[config.mk]
export PLATFORM = sky130hd
export DESIGN_NAME = can_index_value_frame_packer
export DESIGN_NICKNAME = d
export VERILOG_FILES = /design/src/hw/rtl/cvfp_pkg.sv /design/src/hw/rtl/cvfp_ram.sv /design/src/hw/rtl/cvfp_front.sv /design/src/hw/rtl/cvfp_back.sv /design/src/hw/rtl/can_index_value_frame_packer.sv
export SDC_FILE = /design/constraint.sdc
export NUM_CORES = 2
export LEC_CHECK = 0
export ABC_CLOCK_PERIOD_IN_PS = 6600
export BUFFER_PORTS_ARGS = -buffer_cell sky130_fd_sc_hd__buf_2
export CAP_MARGIN = 30
export CORE_MARGIN = 1.5
export CORE_UTILIZATION = 55
export CTS_CLUSTER_DIAMETER = 150
export DETAILED_ROUTE_END_ITERATION = 12
export HOLD_SLACK_MARGIN = 0.02
export PLACE_DENSITY = 0.72
export SYNTH_ARGS = -nofsm -noshare
export SYNTH_HDL_FRONTEND = slang
export SYNTH_SLANG_ARGS = --single-unit
[constraint.sdc]
create_clock -name clk -period 6.6 [get_ports clk]
set_clock_uncertainty 0.05 [all_clocks]
set_input_delay 1.32 -clock clk [delete_from_list [all_inputs] [get_ports clk]]
set_output_delay 1.32 -clock clk [all_outputs]
set_load 0.01 [all_outputs]
[src/hw/rtl/cvfp_pkg.sv]
package cvfp_pkg;

  localparam int QUEUE_DEPTH_DEF = 64;
  localparam int DEST_W = 5;
  localparam int DATA_W = 16;
  localparam int ADDR_W = 6;
  localparam int ID_W = DEST_W + ADDR_W;
  localparam int DLC_W = 4;

  localparam logic [DLC_W-1:0] DLC_SINGLE = 4'd4;
  localparam logic [DLC_W-1:0] DLC_MORE = 4'd8;
  localparam logic [DLC_W-1:0] DLC_LAST = 4'd9;

  typedef enum logic {
    OP_PUSH = 1'b0,
    OP_REQ  = 1'b1
  } op_t;

  typedef enum logic [1:0] {
    ST_ACCEPTED = 2'd0,
    ST_DROPPED  = 2'd1,
    ST_FRAME    = 2'd2,
    ST_EMPTY    = 2'd3
  } status_t;

  typedef enum logic [1:0] {
    S_IDLE,
    S_RD1,
    S_RD2,
    S_RD3
  } state_t;

  typedef struct packed {
    logic [DEST_W-1:0] dest;
    logic [DATA_W-1:0] index;
    logic [DATA_W-1:0] value;
  } entry_t;

  typedef struct packed {
    op_t    op;
    entry_t ent;
  } cmd_t;

  typedef struct packed {
    status_t           status;
    logic [ID_W-1:0]   frame_id;
    logic [DLC_W-1:0]  frame_dlc;
    logic [DATA_W-1:0] first_index;
    logic [DATA_W-1:0] first_value;
    logic [DATA_W-1:0] second_index;
    logic [DATA_W-1:0] second_value;
  } res_t;

endpackage

[src/hw/rtl/cvfp_ram.sv]
module cvfp_ram #(
  parameter int WIDTH = 8,
  parameter int DEPTH = 16
) (
  input  logic                     clk,
  input  logic                     we,
  input  logic [$clog2(DEPTH)-1:0] waddr,
  input  logic [WIDTH-1:0]         wdata,
  input  logic [$clog2(DEPTH)-1:0] raddr,
  output logic [WIDTH-1:0]         rdata
);

  logic [WIDTH-1:0] mem [DEPTH];

  always_ff @(posedge clk) begin
    if (we) begin
      mem[waddr] <= wdata;
    end
    rdata <= mem[raddr];
  end

endmodule

[src/hw/rtl/cvfp_front.sv]
module cvfp_front (
  input  logic                       clk,
  input  logic                       rst,
  input  logic                       in_valid,
  output logic                       in_ready,
  input  logic                       req_type,
  input  logic [cvfp_pkg::DEST_W-1:0] dest,
  input  logic [cvfp_pkg::DATA_W-1:0] data_index,
  input  logic [cvfp_pkg::DATA_W-1:0] data_value,
  output logic                       cmd_valid,
  output cvfp_pkg::cmd_t             cmd,
  input  logic                       cmd_pop
);
  import cvfp_pkg::*;

  cmd_t       q [2];
  logic       wr_ptr;
  logic       rd_ptr;
  logic [1:0] fill;
  logic       push;
  cmd_t       cmd_in;

  assign in_ready  = (fill != 2'd2);
  assign cmd_valid = (fill != 2'd0);
  assign cmd       = q[rd_ptr];
  assign push      = in_valid && in_ready;

  always_comb begin
    cmd_in.op        = req_type ? OP_REQ : OP_PUSH;
    cmd_in.ent.dest  = dest;
    cmd_in.ent.index = data_index;
    cmd_in.ent.value = data_value;
  end

  always_ff @(posedge clk) begin
    if (push) begin
      q[wr_ptr] <= cmd_in;
    end
  end

  always_ff @(posedge clk) begin
    if (rst) begin
      wr_ptr <= 1'b0;
      rd_ptr <= 1'b0;
      fill   <= 2'd0;
    end else begin
      if (push) begin
        wr_ptr <= ~wr_ptr;
      end
      if (cmd_pop) begin
        rd_ptr <= ~rd_ptr;
      end
      unique case ({push, cmd_pop})
        2'b10:   fill <= fill + 2'd1;
        2'b01:   fill <= fill - 2'd1;
        default: fill <= fill;
      endcase
    end
  end

endmodule

[src/hw/rtl/cvfp_back.sv]
module cvfp_back #(
  parameter int QUEUE_DEPTH = cvfp_pkg::QUEUE_DEPTH_DEF
) (
  input  logic                        clk,
  input  logic                        rst,
  input  logic                        cmd_valid,
  input  cvfp_pkg::cmd_t              cmd,
  output logic                        cmd_pop,
  input  logic                        cfg_we,
  input  logic [cvfp_pkg::ADDR_W-1:0] cfg_data,
  output logic                        out_valid,
  input  logic                        out_ready,
  output cvfp_pkg::res_t              res
);
  import cvfp_pkg::*;

  localparam int AW = $clog2(QUEUE_DEPTH);
  localparam int CW = $clog2(QUEUE_DEPTH + 1);

  function automatic logic [AW-1:0] wrap_inc(input logic [AW-1:0] p);
    return (p == AW'(QUEUE_DEPTH - 1)) ? '0 : p + AW'(1);
  endfunction

  function automatic res_t make_frame(input entry_t a, input entry_t b, input logic two,
                                      input logic [DLC_W-1:0] dlc,
                                      input logic [ADDR_W-1:0] own);
    res_t r;
    r.status       = ST_FRAME;
    r.frame_id     = {a.dest, own};
    r.frame_dlc    = two ? dlc : DLC_SINGLE;
    r.first_index  = a.index;
    r.first_value  = a.value;
    r.second_index = two ? b.index : '0;
    r.second_value = two ? b.value : '0;
    return r;
  endfunction

  state_t            state, state_next;
  logic [AW-1:0]     head, head_next;
  logic [AW-1:0]     tail, tail_next;
  logic [CW-1:0]     count, count_next;
  logic [AW-1:0]     head1, head2;
  entry_t            first, first_next;
  entry_t            second, second_next;
  logic [ADDR_W-1:0] own_addr;
  logic              out_valid_next;
  res_t              res_next;
  logic              ram_we;
  logic [AW-1:0]     raddr;
  entry_t            rdata;
  logic [$bits(entry_t)-1:0] rdata_raw;

  assign head1 = wrap_inc(head);
  assign head2 = wrap_inc(head1);
  assign rdata = entry_t'(rdata_raw);

  cvfp_ram #(
    .WIDTH($bits(entry_t)),
    .DEPTH(QUEUE_DEPTH)
  ) u_ram (
    .clk  (clk),
    .we   (ram_we),
    .waddr(tail),
    .wdata(cmd.ent),
    .raddr(raddr),
    .rdata(rdata_raw)
  );

  always_comb begin
    state_next     = state;
    head_next      = head;
    tail_next      = tail;
    count_next     = count;
    first_next     = first;
    second_next    = second;
    res_next       = res;
    out_valid_next = out_valid && !out_ready;
    cmd_pop        = 1'b0;
    ram_we         = 1'b0;
    raddr          = head;
    unique case (state)
      S_IDLE: begin
        if (cmd_valid && !out_valid) begin
          cmd_pop  = 1'b1;
          res_next = '0;
          if (cmd.op == OP_PUSH) begin
            if (count == CW'(QUEUE_DEPTH)) begin
              res_next.status = ST_DROPPED;
            end else begin
              ram_we          = 1'b1;
              tail_next       = wrap_inc(tail);
              count_next      = count + CW'(1);
              res_next.status = ST_ACCEPTED;
            end
            out_valid_next = 1'b1;
          end else if (count == '0) begin
            res_next.status = ST_EMPTY;
            out_valid_next  = 1'b1;
          end else begin
            state_next = S_RD1;
          end
        end
      end
      S_RD1: begin
        first_next = rdata;
        if (count > CW'(1)) begin
          raddr      = head1;
          state_next = S_RD2;
        end else begin
          res_next       = make_frame(rdata, rdata, 1'b0, DLC_SINGLE, own_addr);
          head_next      = head1;
          count_next     = count - CW'(1);
          out_valid_next = 1'b1;
          state_next     = S_IDLE;
        end
      end
      S_RD2: begin
        if (rdata.dest == first.dest) begin
          second_next = rdata;
          if (count > CW'(2)) begin
            raddr      = head2;
            state_next = S_RD3;
          end else begin
            res_next       = make_frame(first, rdata, 1'b1, DLC_LAST, own_addr);
            head_next      = head2;
            count_next     = count - CW'(2);
            out_valid_next = 1'b1;
            state_next     = S_IDLE;
          end
        end else begin
          res_next       = make_frame(first, rdata, 1'b0, DLC_SINGLE, own_addr);
          head_next      = head1;
          count_next     = count - CW'(1);
          out_valid_next = 1'b1;
          state_next     = S_IDLE;
        end
      end
      S_RD3: begin
        res_next = make_frame(first, second, 1'b1,
                              (rdata.dest == first.dest) ? DLC_MORE : DLC_LAST, own_addr);
        head_next      = head2;
        count_next     = count - CW'(2);
        out_valid_next = 1'b1;
        state_next     = S_IDLE;
      end
      default: begin
        state_next = S_IDLE;
      end
    endcase
  end

  always_ff @(posedge clk) begin
    if (rst) begin
      state     <= S_IDLE;
      head      <= '0;
      tail      <= '0;
      count     <= '0;
      out_valid <= 1'b0;
      own_addr  <= '0;
    end else begin
      state     <= state_next;
      head      <= head_next;
      tail      <= tail_next;
      count     <= count_next;
      out_valid <= out_valid_next;
      if (cfg_we) begin
        own_addr <= cfg_data;
      end
    end
  end

  always_ff @(posedge clk) begin
    first  <= first_next;
    second <= second_next;
    res    <= res_next;
  end

endmodule

[src/hw/rtl/can_index_value_frame_packer.sv]
// A push result is registered once the item is accepted; a frame request steps through
// S_RD1 to S_RD3, reading up to three triples from the single-port-read queue RAM.
// The back-end sequencer takes a new command only after its previous result has been
// taken at the output; a 2-entry command queue lets the input keep accepting meanwhile.
// Reset (rst, synchronous, active high) empties the queue and clears own_address;
// the triple RAM contents are not cleared.
module can_index_value_frame_packer #(
  parameter int QUEUE_DEPTH = cvfp_pkg::QUEUE_DEPTH_DEF
) (
  input  logic                        clk,
  input  logic                        rst,
  input  logic                        in_valid,
  output logic                        in_ready,
  input  logic                        req_type,
  input  logic [cvfp_pkg::DEST_W-1:0] dest,
  input  logic [cvfp_pkg::DATA_W-1:0] data_index,
  input  logic [cvfp_pkg::DATA_W-1:0] data_value,
  input  logic                        cfg_valid,
  output logic                        cfg_ready,
  input  logic [cvfp_pkg::ADDR_W-1:0] own_address,
  output logic                        out_valid,
  input  logic                        out_ready,
  output logic [1:0]                  status,
  output logic [cvfp_pkg::ID_W-1:0]   frame_id,
  output logic [cvfp_pkg::DLC_W-1:0]  frame_dlc,
  output logic [cvfp_pkg::DATA_W-1:0] first_index,
  output logic [cvfp_pkg::DATA_W-1:0] first_value,
  output logic [cvfp_pkg::DATA_W-1:0] second_index,
  output logic [cvfp_pkg::DATA_W-1:0] second_value
);
  import cvfp_pkg::*;

  logic cmd_valid;
  cmd_t cmd;
  logic cmd_pop;
  res_t res;

  assign cfg_ready = 1'b1;

  cvfp_front u_front (
    .clk       (clk),
    .rst       (rst),
    .in_valid  (in_valid),
    .in_ready  (in_ready),
    .req_type  (req_type),
    .dest      (dest),
    .data_index(data_index),
    .data_value(data_value),
    .cmd_valid (cmd_valid),
    .cmd       (cmd),
    .cmd_pop   (cmd_pop)
  );

  cvfp_back #(
    .QUEUE_DEPTH(QUEUE_DEPTH)
  ) u_back (
    .clk      (clk),
    .rst      (rst),
    .cmd_valid(cmd_valid),
    .cmd      (cmd),
    .cmd_pop  (cmd_pop),
    .cfg_we   (cfg_valid && cfg_ready),
    .cfg_data (own_address),
    .out_valid(out_valid),
    .out_ready(out_ready),
    .res      (res)
  );

  assign status       = res.status;
  assign frame_id     = res.frame_id;
  assign frame_dlc    = res.frame_dlc;
  assign first_index  = res.first_index;
  assign first_value  = res.first_value;
  assign second_index = res.second_index;
  assign second_value = res.second_value;

endmodule
==> PnR_summary.wiki <==
{| class="wikitable"
! Metric !! Value
|-
| Top FF cell, synth || edfxtp_1
|-
| Routed length per placed instance || 27.8 um
|-
| Full die area || approximately 200,000 um^2
|-
| Resized cells post-CTS || 0
|-
| Result of the run || finished clean
|-
| Worst r2r path cells || 13
|-
| Synthesized area || 107,000 um^2
|-
| Worst path max stage delay || 0.83 ns
|-
| First-pass GRT wire length || slightly above 400 mm
|-
| Compound-Gate Fraction of Synth Area || approximately 9%
|-
| Num CTS Buffers || 285
|-
| Placed wire-length estimate || between 150 and 200 mm
|-
| Number of global-route vias before repair || 62,235
|-
| Clock latency of the later-clocked register in the worst-skew pair || between 0.9 and 1 ns
|-
| Mux contribution to synthesized area || 7.22%
|-
| TritonCTS clock tree || built
|-
| Family with the most delay on the worst path || compound AO/OA/AOI/OAI gates
|-
| End point of the worst hold path || u_back.own_addr[1]
|-
| Fraction of power consumed by combinational cells || 22.6%
|-
| Sequential group share of total power || between 40 and 50%
|-
| Cell leakage power || 44.0 nW
|-
| Min-delay worst type || reg2reg
|-
| Post-synthesis cell type count || 82
|-
| Type of origin of the critical path || flop
|-
| Simple-gate share of the synthesized area || about 7%
|-
| Detailed Route WL || roughly 280 mm
|-
| RSZ-0062 raised after global routing || false
|-
| Area share of xor/xnor cells in the synthesized design || less than 1%
|-
| WS Path Type || reg2reg
|-
| Worst r2r dst || u_back.u_ram.rdata[21]
|-
| Clock tree root driver cell || clkbuf_16
|-
| Number of failing setup endpoints in the final timing report || 0
|-
| Count of flip-flops with a built-in enable after synthesis || around 2,600
|-
| DRC violation count after routing || 0
|-
| Adder and majority cell fraction of the synthesized area || less than 1%
|-
| Floorplan die width || roughly 450 um
|-
| Setup slack of the most critical reg-to-reg path || ~1.0 ns
|-
| Power per standard cell area || 389 nW/um^2
|-
| Placeable core region || slightly below 200,000 um^2
|-
| Maximum ir drop on the vdd rail || around 0.00033 V
|-
| Critical path's most frequent cell || mux2i_1
|-
| F_max || roughly 180 MHz
|-
| H-Tree Level Count || 5
|-
| Final sum of negative setup slack || 0 ns
|-
| Signed area change from the synthesized netlist to the final layout || 12.3%
|-
| Post-route fraction of the period consumed by the critical path || between 80% and 90%
|-
| Vertical die dimension || 445 um
|-
| Antenna violations before repair || 25
|-
| Beginning of the worst hold path || u_back.own_addr[1]
|-
| Number of setup buffers added after CTS || 0
|-
| Main combinational cell family by area after synthesis || compound AO/OA/AOI/OAI gates
|-
| Routed Antenna Nets || 0
|-
| Post-detailed-route via-to-cell ratio || roughly 6.5
|-
| CP Cell Sequence || inv_1 -> ha_1 -> a21boi_2 -> o211ai_2 -> a31oi_4 -> a211oi_4 -> buf_4 -> buf_12 -> mux2i_1 -> mux2i_1 -> a22o_1 -> a2111oi_2 -> a211oi_1
|-
| Total chip power || approximately 47 mW
|-
| Post-layout net count || just over 7,000
|-
| DR vias || 64,305
|-
| Largest net degree at the start of global routing || roughly 170
|-
| Number of iterations in the first detailed-routing pass || 8
|-
| Number of nets in the synthesized netlist || about 7,100
|-
| Num rows || around 160
|-
| Endpoint required time on the critical path || between 7 and 8 ns
|-
| Routability congestion estimate from global placement || roughly 0.88
|-
| Reg2reg start || u_back.count[1]
|-
| Deepest clock path buffer count || 4
|-
| Post-synthesis area per instance || about 15 um^2
|-
| Internal Pwr Total || 32.8 mW
|-
| Total global routing track utilization || 27.4%
|-
| Buffers on Ports || 130
|-
| Arrival time worst endpoint || between 6 and 7 ns
|-
| Count of hold-fix buffers inserted at cts || 0
|-
| Pin slew with the least headroom to its limit || 1.08 ns
|-
| Worst Hold Depth || 2
|-
| Sequential-to-total area share from yosys stat || 73.7%
|-
| Worst rel slew slack || 27.1%
|-
| Yosys warnings || 0
|-
| Share of layout cells above drive strength 1 || between 10% and 20%
|-
| FFs w/ async S/R, synth || 0%
|-
| Pins Over Slew Limit || 0
|-
| Hold violation total from the final report || 0
|-
| Clock slew at reported path FFs || 0.06 ns
|-
| Clock network fraction of design power || a little under a third
|-
| Initial core utilization || a little under three fifths
|-
| Psw || 14.2 mW
|-
| Fraction of power spent switching nets || between 30% and 40%
|-
| Combined area of the multi-input logic cells || about 26,000 um^2
|-
| Max Fanout on Critical Path || 100
|-
| CP Buf/Inv Count || 3
|-
| Synthesized instance count || about 7,000
|-
| Ports || 133
|-
| Sink count of the clock tree || approximately 2,700
|-
| Fillcell total || between 10,000 and 15,000
|-
| Sequential cell area || between 70,000 and 80,000 um^2
|-
| Number of DRC markers after the initial detailed-route iteration || roughly 8,500
|-
| Number of maximum-capacitance violations || 0
|-
| Final worst path period need || 5.56 ns
|-
| Flops & latches, synth || between 2,000 and 3,000
|-
| Overall overflow remaining after global route || 0
|-
| Slowest stage cell, crit path || a2111oi_2
|-
| Setup crit end kind || flop
|}
-- per-stage QoR --
stage | instances | hold slack (ns) | util (%) | area (um^2) | setup WS, ns
finish | 9927 | 0.438 | 62.0 | 121000 | 1.04
global route | 9925 | 0.477 | 62.0 | 121000 | 0.939
CTS | 9917 | 0.444 | 62.0 | 121000 | 1.19
detailed placement | 9429 | 0.428 | 57.6 | 112000 | 1.21
global placement | 9404 | 0.419 | 57.4 | 112000 | 1.04
floorplan | 7030 | 0.399 | - | 107000 | 0.372
-- final cells by class --
class,count,share of cell area (%)
sequential,2663,65.7
multi-input combinational,3689,21.3
clock buffer,368,6.37
timing repair buffer,381,2.74
tap,2542,2.63
clock inverter,120,0.754
inverter,161,0.501
antenna,3,0.00622
-- registers in the layout, summed over array words and instances, names as in the netlist, 2 cells and up, named ones only --
name	count
u_back.u_ram.mem	2368
u_back.res	80
u_front.q	76
u_back.first	37
u_back.u_ram.rdata	37
u_back.second	32
u_back.count	7
u_back.head	6
u_back.own_addr	6
u_back.tail	6
u_back.state	2
u_front.fill	2
-- synthesized netlist by cell type (25+ instances only) --
cell type | number | area (um^2)
a211o_1 | 42 | 368
dfxtp_1 | 70 | 1400
inv_1 | 160 | 601
a311oi_1 | 331 | 2900
mux2i_1 | 647 | 6480
o21a_1 | 41 | 308
nor3_1 | 45 | 225
clkbuf_1 | 263 | 987
nand2_1 | 1223 | 4590
and3_1 | 220 | 1380
a2111oi_2 | 37 | 556
a311o_1 | 36 | 360
o2111ai_1 | 38 | 333
a22o_1 | 37 | 324
buf_2 | 170 | 851
mux2_2 | 114 | 1280
a22oi_1 | 72 | 541
a21oi_1 | 26 | 130
o311ai_1 | 36 | 315
nand3_1 | 25 | 125
o21ai_0 | 52 | 260
buf_4 | 32 | 240
buf_6 | 32 | 360
edfxtp_1 | 2593 | 77900
a2111oi_0 | 145 | 1270
nor2_1 | 177 | 664
a211oi_1 | 186 | 1400
-- tightest hold or removal path: stages (launching register included) --
cell	delay, ns
dfxtp_1	0.32
mux2i_1	0.06
nor2_1	0.08
-- how the worst max path moves through the flow --
stage                    start                endpoint  slack, ns  depth (start not counted)
2_1_floorplan  u_back.state[1]           u_back.res[0]       0.37                          6
3_3_place_gp   u_back.count[1]  u_back.u_ram.rdata[22]       1.04                         13
3_5_place_dp   u_back.count[1]  u_back.u_ram.rdata[22]       1.21                         14
4_1_cts        u_back.count[1]  u_back.u_ram.rdata[13]       1.19                         13
5_1_grt        u_back.count[1]  u_back.u_ram.rdata[21]       0.94                         13
6_report       u_back.count[1]  u_back.u_ram.rdata[21]       1.04                         13
-- cells in the final DEF (no fill, tap or decap), types with 38 or more instances in the layout --
cell and n:
a2111oi_0 145, a211o_1 41, a211oi_1 186, a22oi_1 72, a311oi_1 331, and3_1 219
buf_12 60, buf_2 133, buf_4 185, clkbuf_1 69, clkbuf_16 294, clkinv_1 55
dfxtp_1 69, edfxtp_1 2593, inv_1 160, mux2_2 112, mux2i_1 647, nand2_1 1221
nor2_1 116, nor2_4 62, nor3_1 44, o2111ai_1 38, o21a_1 40, o21ai_0 52
-- power by group through the flow --
stage,clock network (mW),registers (mW),logic [mW]
2_1_floorplan,0,21.7,6.24
3_3_place_gp,0,21.7,9.90
3_5_place_dp,0,21.7,10.3
4_1_cts,15.1,21.4,10.4
5_1_grt,15.7,21.4,11.3
6_report,14.9,21.4,10.6
-- routing by layer --
layer  share of wire [%]  up-vias  global-route usage [%]
met2                  47     3728                    43.0
met4                 3.3       14                    9.19
met1                  39    32296                    37.9
met5               0.024        -                       0
li1                    -    27623                       -
met3                  11      644                    6.36
-- cells by family after synthesis --
logic type | after synthesis
multiplexers | 761
AND/OR/NAND/NOR | 1755
other | 2
XOR/XNOR | 19
buffers and inverters | 678
AO/OA/AOI/OAI | 1136
adder cells (fa/ha/maj) | 16
flip-flops | 2663
Note: power is estimated with default switching activity, not from simulation.
